--- config.mk ---
export PLATFORM = sky130hd
export DESIGN_NAME = psort_cmp
export DESIGN_NICKNAME = d
export VERILOG_FILES = /design/src/psort_pkg.sv /design/src/psort_cmp.sv
export SDC_FILE = /design/constraint.sdc
export NUM_CORES = 1
export LEC_CHECK = 0
export BUFFER_PORTS_ARGS = -buffer_cell sky130_fd_sc_hd__buf_2
export CAP_MARGIN = 20
export CORE_MARGIN = 5
export CORE_UTILIZATION = 42
export DETAILED_ROUTE_END_ITERATION = 7
export GPL_TIMING_DRIVEN = 0
export PLACE_DENSITY = 0.93
export SLEW_MARGIN = 40
export SYNTH_ARGS = -nofsm -noshare
export SYNTH_HDL_FRONTEND = slang
export SYNTH_SLANG_ARGS = --single-unit
--- constraint.sdc ---
create_clock -name vclk -period 2.24
set_input_delay 0.224 -clock vclk [all_inputs]
set_output_delay 0.224 -clock vclk [all_outputs]
set_load 0.03 [all_outputs]
--- src/psort_pkg.sv ---
// shared types and constants for the priority insertion sorter
package psort_pkg;

   localparam int KEY_W    = 32;
   localparam int HANDLE_W = 32;

   // one stored entry: signed sort key and its opaque handle
   typedef struct packed {
      logic signed [KEY_W-1:0] key;
      logic [HANDLE_W-1:0]     handle;
   } entry_type;

   // compare request to the shared compare unit
   typedef struct packed {
      logic signed [KEY_W-1:0] cur_key;
      logic signed [KEY_W-1:0] prev_key;
      logic                    descending;
   } cmp_req_type;

endpackage

--- src/psort_cmp.sv ---
// shared key compare unit: decides whether the new entry moves past its neighbor
module psort_cmp (
   input  psort_pkg::cmp_req_type cmp_req,
   output logic                   move
);
   import psort_pkg::*;

   // later entries pass equal keys in both modes
   always_comb begin
      if (cmp_req.descending) begin
         move = (cmp_req.cur_key >= cmp_req.prev_key);
      end else begin
         move = (cmp_req.prev_key >= cmp_req.cur_key);
      end
   end

endmodule

==> flow_metrics.py <==
metrics = {
    "outcome": {
        "status": "completed",
    },
    "placed_design": {
        "gp_congestion": 0.671,
        "dp.cells": 211,
        "preCtsSetupSlack_ns": 0.0362,
        "placed_area_mm2": 0.00120,
        "hpwl_um": 1970,
        "portBuffers": 66,
    },
    "hold_path": {
        "hold_class": "in -> out",
        "hold_path_depth": 5,
    },
    "final_layout": {
        "final_area_mm2": 0.00122,
        "area_growth_pct": 46.6,
        "fin_util": 0.637,
        "fillerInstances": 187,
        "seq_cell_count": 0,
        "nClkBuffers": 0,
        "fin_nets": 283,
        "insertedDiodeCount": 0,
        "drive_above_1_share": 0.391,
        "multi_input_area_um2": 734,
        "seqCellArea_um2": 0,
        "final_cells": 211,
    },
    "timing": {
        "fin_ws_ns": 0.113,
        "holdWs_ns": 0.982,
        "slew_headroom": 0.743,
        "fin_crit_sh": 0.950,
        "tns_ns": 0,
        "hold_viol_final": 0,
        "drv_slew": 0,
        "min_period_ns": 2.13,
        "tightest_slew_ns": 0.382,
        "fmax_mhz": 470,
        "setup_viol": 0,
    },
    "synthesis": {
        "syn_nets": 215,
        "yosys.area.top_type_share": 0.479,
        "syn_inst": 118,
        "synth_area_leaders": "ha_1, inv_1, a21oi_1, nand4_1, nand2_1",
        "synth.avg_cell_area_um2": 7.08,
        "yosys_warnings": 0,
        "ys_types": 23,
        "yosysTopAreaCell": "ha_1",
        "synth_area_um2": 836,
        "ys_seq_area_frac": 0,
    },
    "clock_network": {
        "post_cts_buffers": 0,
        "hold_buffers": 0,
        "ctsResizeCount": 0,
    },
    "floorplanning": {
        "die_area_mm2": 0.00298,
        "die_w_um": 54.6,
        "io_pins": 66,
        "design.core.area_mm2": 0.00192,
        "die_h_um": 54.6,
        "row_count": 16,
        "start_util": 0.435,
    },
    "critical_path": {
        "crit_path_max_fanout": 3,
        "crit_path_end_kind": "output pin",
        "slowest_delay_ns": 0.35,
        "cpMaxStageDelayCell": "nor4_2",
        "required_ns": 2.02,
        "crit_arrival_ns": 1.90,
        "crit_type": "in -> out",
        "cp_cell_sequence": "buf_2, inv_1, ha_1, nand4_1, nor4_2, a21boi_2, o31ai_2, nand2_1, mux2i_1, buf_4",
        "critPathLaunchType": "primary input",
    },
    "global_route": {
        "track_usage": 0.121,
        "grt_overflow": 0,
        "grt_first_pass_wirelength_um": 2900,
        "grt_pass1_vias": 893,
        "grt_max_degree": 4,
        "antenna_found_initial": 0,
    },
    "power_and_ir_drop": {
        "vdd_drop_max_uv": 96.0,
        "power_mw": 0.205,
        "power_density_mw_per_mm2": 167,
        "leakagePower_nw": 0.795,
    },
    "drt": {
        "drt_iter0_drc": 7,
        "viasPerCell": 4.80,
        "wl_met3_um": 216,
        "vias": 1013,
        "drt_wl_total_um": 2040,
        "wl_met2_um": 1060,
        "avgRoutedWirePerCell_um": 9.69,
        "ant_nets": 0,
        "firstDrtPassIters": 4,
        "drc": 0,
        "wl_met1_um": 765,
        "highest_layer": "met3",
    },
    "run": {
        "drv_cap": 0,
    },
}
[synth_stat cells, types with 3 or more instances]
| library cell | n |
|---|---|
| ha_1 | 32 |
| a21o_1 | 3 |
| nand3_1 | 3 |
| inv_1 | 33 |
| o21ai_0 | 4 |
| nand4_1 | 6 |
| a21oi_1 | 14 |
| nand2_1 | 8 |
[critical path: cells and delay by family]
kind                       cells  cell delay (ns)
AOI/OAI and AO/OA              2             0.32
adders and majority gates      1             0.30
buffers and inverters          3             0.29
muxes                          1             0.19
and+or+nand+nor                3             0.58
[final timing paths]
kind,from,end
max,cmp_req[44],move
min,cmp_req[0],move
[where the power goes]
part | total (mW) | switching, mW | internal [mW]
Clock | 0 | 0 | 0
Sequential | 0 | 0 | 0
Combinational | 0.205 | 0.0975 | 0.108
[metal layers]
metal	global-route usage	vias up
met5	0	-
met4	0	0
met3	0.0109	0
met2	0.262	40
met1	0.128	429
li1	-	544
[placed cells by master, fill, tap and decap left out, drive strengths merged, types with 2 or more instances in the layout]
cell | Yosys | final
buf | 0 | 66
nor4 | 2 | 2
nand4 | 6 | 6
inv | 33 | 33
a21oi | 14 | 14
nand3 | 3 | 3
a21o | 3 | 3
o21ai | 4 | 4
nand2 | 8 | 8
ha | 32 | 32
[area by class of cell]
| type | count | share of cell area |
|---|---|---|
| Tap cell | 27 | 0.0276 |
| Multi-Input combinational cell | 85 | 0.600 |
| Timing Repair Buffer | 66 | 0.272 |
| Inverter | 33 | 0.101 |
[cell families after synthesis]
logic type / Yosys count / synth area share
xor gates and xnor gates: 1 / 0.0105
muxes: 1 / 0.0120
adders and majority gates: 32 / 0.479
AOI/OAI and AO/OA: 27 / 0.193
buffers and inverters: 33 / 0.148
and+or+nand+nor: 24 / 0.157
Note: power is estimated with default switching activity, not from simulation.
