==> src/psort_pkg.sv <==
// shared types and constants for the priority insertion sorter
package psort_pkg;

   localparam int KEY_W    = 32;
   localparam int HANDLE_W = 32;

   // one stored entry: signed sort key and its opaque handle
   typedef struct packed {
      logic signed [KEY_W-1:0] key;
      logic [HANDLE_W-1:0]     handle;
   } entry_type;

   // compare request to the shared compare unit
   typedef struct packed {
      logic signed [KEY_W-1:0] cur_key;
      logic signed [KEY_W-1:0] prev_key;
      logic                    descending;
   } cmp_req_type;

endpackage

==> src/psort_mem.sv <==
// entry store: one write port, one registered read port
module psort_mem #(
   parameter int DEPTH = 64
) (
   input  logic                       clock,
   input  logic                       wr_en,
   input  logic [$clog2(DEPTH)-1:0]   wr_addr,
   input  psort_pkg::entry_type       wr_data,
   input  logic [$clog2(DEPTH)-1:0]   rd_addr,
   output psort_pkg::entry_type       rd_data
);
   import psort_pkg::*;

   entry_type mem [DEPTH];
   entry_type rd_data_ff;

   always_ff @(posedge clock) begin
      if (wr_en) begin
         mem[wr_addr] <= wr_data;
      end
      rd_data_ff <= mem[rd_addr];
   end

   assign rd_data = rd_data_ff;

endmodule

==> config.mk <==
export PLATFORM = sky130hd
export DESIGN_NAME = psort_mem
export DESIGN_NICKNAME = d
export VERILOG_FILES = /design/src/psort_pkg.sv /design/src/psort_mem.sv
export SDC_FILE = /design/constraint.sdc
export NUM_CORES = 2
export LEC_CHECK = 0
export ABC_CLOCK_PERIOD_IN_PS = 5900
export BUFFER_PORTS_ARGS = -buffer_cell sky130_fd_sc_hd__buf_2
export CORE_MARGIN = 5
export CORE_UTILIZATION = 35
export DETAILED_ROUTE_END_ITERATION = 10
export HOLD_SLACK_MARGIN = 0.06
export PLACE_DENSITY_LB_ADDON = 0.1
export SYNTH_ARGS = -nofsm -noshare
export SYNTH_HDL_FRONTEND = slang
export SYNTH_SLANG_ARGS = --single-unit
==> constraint.sdc <==
create_clock -name clock -period 5.9 [get_ports clock]
set_input_delay 0.59 -clock clock [delete_from_list [all_inputs] [get_ports clock]]
set_output_delay 0.59 -clock clock [all_outputs]
set_load 0.005 [all_outputs]
==> flow_summary.json <==
{
  "status": "completed",
  "cts_buffers": 448,
  "synth_edf_count": 4096,
  "first_pass_iters": 5,
  "seq_area_frac_synth_pct": 79.5,
  "die_h_um": 678,
  "design.core.area_um2": 445000,
  "cap_violations": 0,
  "period_share_pct": 50.0,
  "h-tree-depth": 5,
  "synth_fp_nets": 6676,
  "grt_pass1_vias": 78100,
  "clock_sinks": 4160,
  "async_flop_share_pct": 0,
  "wirelength_um": 499000,
  "nets": 7169,
  "pin_count": 142,
  "final_cell_mix": "edfxtp_1 (4,096), mux4_2 (1,024), clkbuf_16 (452)",
  "synth.area.top_cells": "edfxtp_1 (79%), mux4_2 (15%), mux2i_1 (0.86%)",
  "synth_area_per_cell_um2": 23.7,
  "rr_endpoint": "rd_data[2]",
  "clock_path_buffers": 4,
  "worstPathRequired_ns": 6.69,
  "overflow": 0,
  "final_util_pct": 40.6,
  "rows": 245,
  "r2r_slack_ns": 3.75,
  "cts_tree": "yes",
  "startpoint": "rd_addr[3]",
  "ctsRootBufferMaster": "clkbuf_16",
  "hold_viol": 0,
  "worstSetupStartpointType": "input port",
  "tightest_slew_ns": 1.30,
  "worstHoldEndpoint": "mem[20][36]",
  "whs_ns": 0.251,
  "intPower_mw": 49.9,
  "comb_power_share_pct": 4.6,
  "rr_worst_depth": 5,
  "wl_per_cell_um": 37.2,
  "grt_max_degree": 105,
  "switching_share_pct": 21.6,
  "setup_viol": 0,
  "worstHoldPathType": "in -> reg",
  "vias": 75300,
  "ys.flop_type": "edfxtp_1",
  "postCtsResizedCells": 0,
  "post-route-drc-count": 0,
  "track_usage_pct": 21.3,
  "io_buffers": 141,
  "vdd_drop_max_uv": 276,
  "drt-initial-drc-count": 7396,
  "yosys_warnings": 0,
  "dp_hpwl_um": 276000,
  "fin_crit_ns": 2.95,
  "synth_cells": 6598,
  "path_class": "in -> reg",
  "p_sw_mw": 13.8,
  "yosys.cell_types.count": 33,
  "path_clk_slew_ns": 0.06,
  "crit_fanout": 21,
  "power_density_nw_per_um2": 352,
  "critPathCaptureType": "flop",
  "clock_skew_ns": 0.0659,
  "die_area_um2": 460000,
  "max_freq_ghz": 0.339,
  "slew_headroom_pct": 13.0,
  "fin_ws_ns": 2.95,
  "postCtsSetupRepairBufs": 0,
  "synth-seq-cells": 4160,
  "synth_top_area_cell": "edfxtp_1",
  "setup_tns_ns": 0,
  "antenna_found_initial": 37,
  "ant_nets": 0,
  "slew_viol_final": 0,
  "viasPerCell": 5.61,
  "start_util_pct": 35.1,
  "place_congestion": 0.759,
  "hp-start": "wr_data[36]",
  "rsz0062_at_grt": "false",
  "netlist.area_leader.share_pct": 78.7,
  "final_common_cell": "edfxtp_1",
  "power.leakage_nw": 55.9,
  "area_delta_synth_final_pct": 15.6,
  "fillers": 38900,
  "layout-drive-gt1-share_pct": 29.1,
  "seqPwrFrac_pct": 51.7,
  "ctsHoldBuffers": 0,
  "synth_area_um2": 156000,
  "pwr-share-clk_pct": 43.7,
  "post-place-ws_ns": 1.86,
  "grt_pass1_wl_um": 681000,
  "rr_startpoint": "mem[9][2]",
  "critPathArrivalTime_ns": 3.75,
  "die_w_um": 678,
  "worstSkewPairLatency_ns": 1.01,
  "worstHoldPathCells": 2,
  "p_total_mw": 63.7
}
-- registers in the layout, indices dropped and copies added (netlist names) --
signal,cells
mem,4096
rd_data,64
-- cell usage after synthesis (all sizes together), types with 18 or more instances --
cell type / count
edfxtp: 4096
mux4: 1024
buf: 230
a22oi: 168
clkbuf: 140
mux2i: 135
nor2: 112
a22o: 88
o22ai: 83
and3: 64
dfxtp: 64
a211oi: 63
nand2: 58
nand3: 45
o221ai: 38
or3: 29
nor2b: 28
or2: 28
a41oi: 26
a2bb2oi: 19
inv: 19
a31oi: 18
-- kinds of logic after synthesis --
group / share of synthesized area, %
flip-flops: 79.5
buffers and inverters: 1.18
AND/OR/NAND/NOR: 1.24
multiplexers: 15.6
AO/OA/AOI/OAI: 2.48
-- layout make-up --
type	count	area (µm²)	share of cell area, %
multi-input combinational	2049	30800	17.0
inverter	19	71.3	0.0395
timing repair buffer	413	3560	1.97
clock buffer	591	12100	6.70
sequential	4160	124000	68.8
antenna	25	62.6	0.0346
tap	5928	7420	4.10
clock inverter	235	2450	1.35
-- per-stage QoR --
stage / cell area (µm²) / cells
2_1_floorplan: 156000 / 6598
3_3_place_gp: 166000 / 12600
5_1_grt: 181000 / 13400
3_5_place_dp: 166000 / 12600
6_report: 181000 / 13400
4_1_cts: 181000 / 13400
-- worst max-delay path by stage --
| stage | end | slack, ns |
|---|---|---|
| floorplan | mem[39][0] | 1.28 |
| finish | rd_data[47] | 2.95 |
| CTS | rd_data[47] | 2.95 |
| global route | rd_data[47] | 2.94 |
| global placement | rd_data[47] | 1.93 |
| detailed placement | rd_data[47] | 1.86 |
-- power by group through the flow --
stage	logic, mW	clock network, mW	registers [mW]
global route	3.10	29.8	32.9
finish	2.91	27.9	32.9
detailed placement	2.98	0	33.6
CTS	2.98	28.5	32.9
floorplan	1.52	0	33.4
global placement	2.95	0	33.6
-- metal layers --
metal	global-route usage (%)	share of wire, %	routed length, µm
met5	0	0.0054	27
met3	2.77	5.3	26400
met2	34.8	48	240000
met4	5.09	2.6	12700
met1	30.6	44	219000
-- worst max-delay path: stages --
cell and delay (ns):
buf_2 0.52, nand2b_2 0.60, buf_4 0.42, nor2_4 0.05
buf_4 0.29, a2bb2oi_1 0.33, a31oi_1 0.20, a211oi_1 0.67
(Power assumes the default switching activity.)
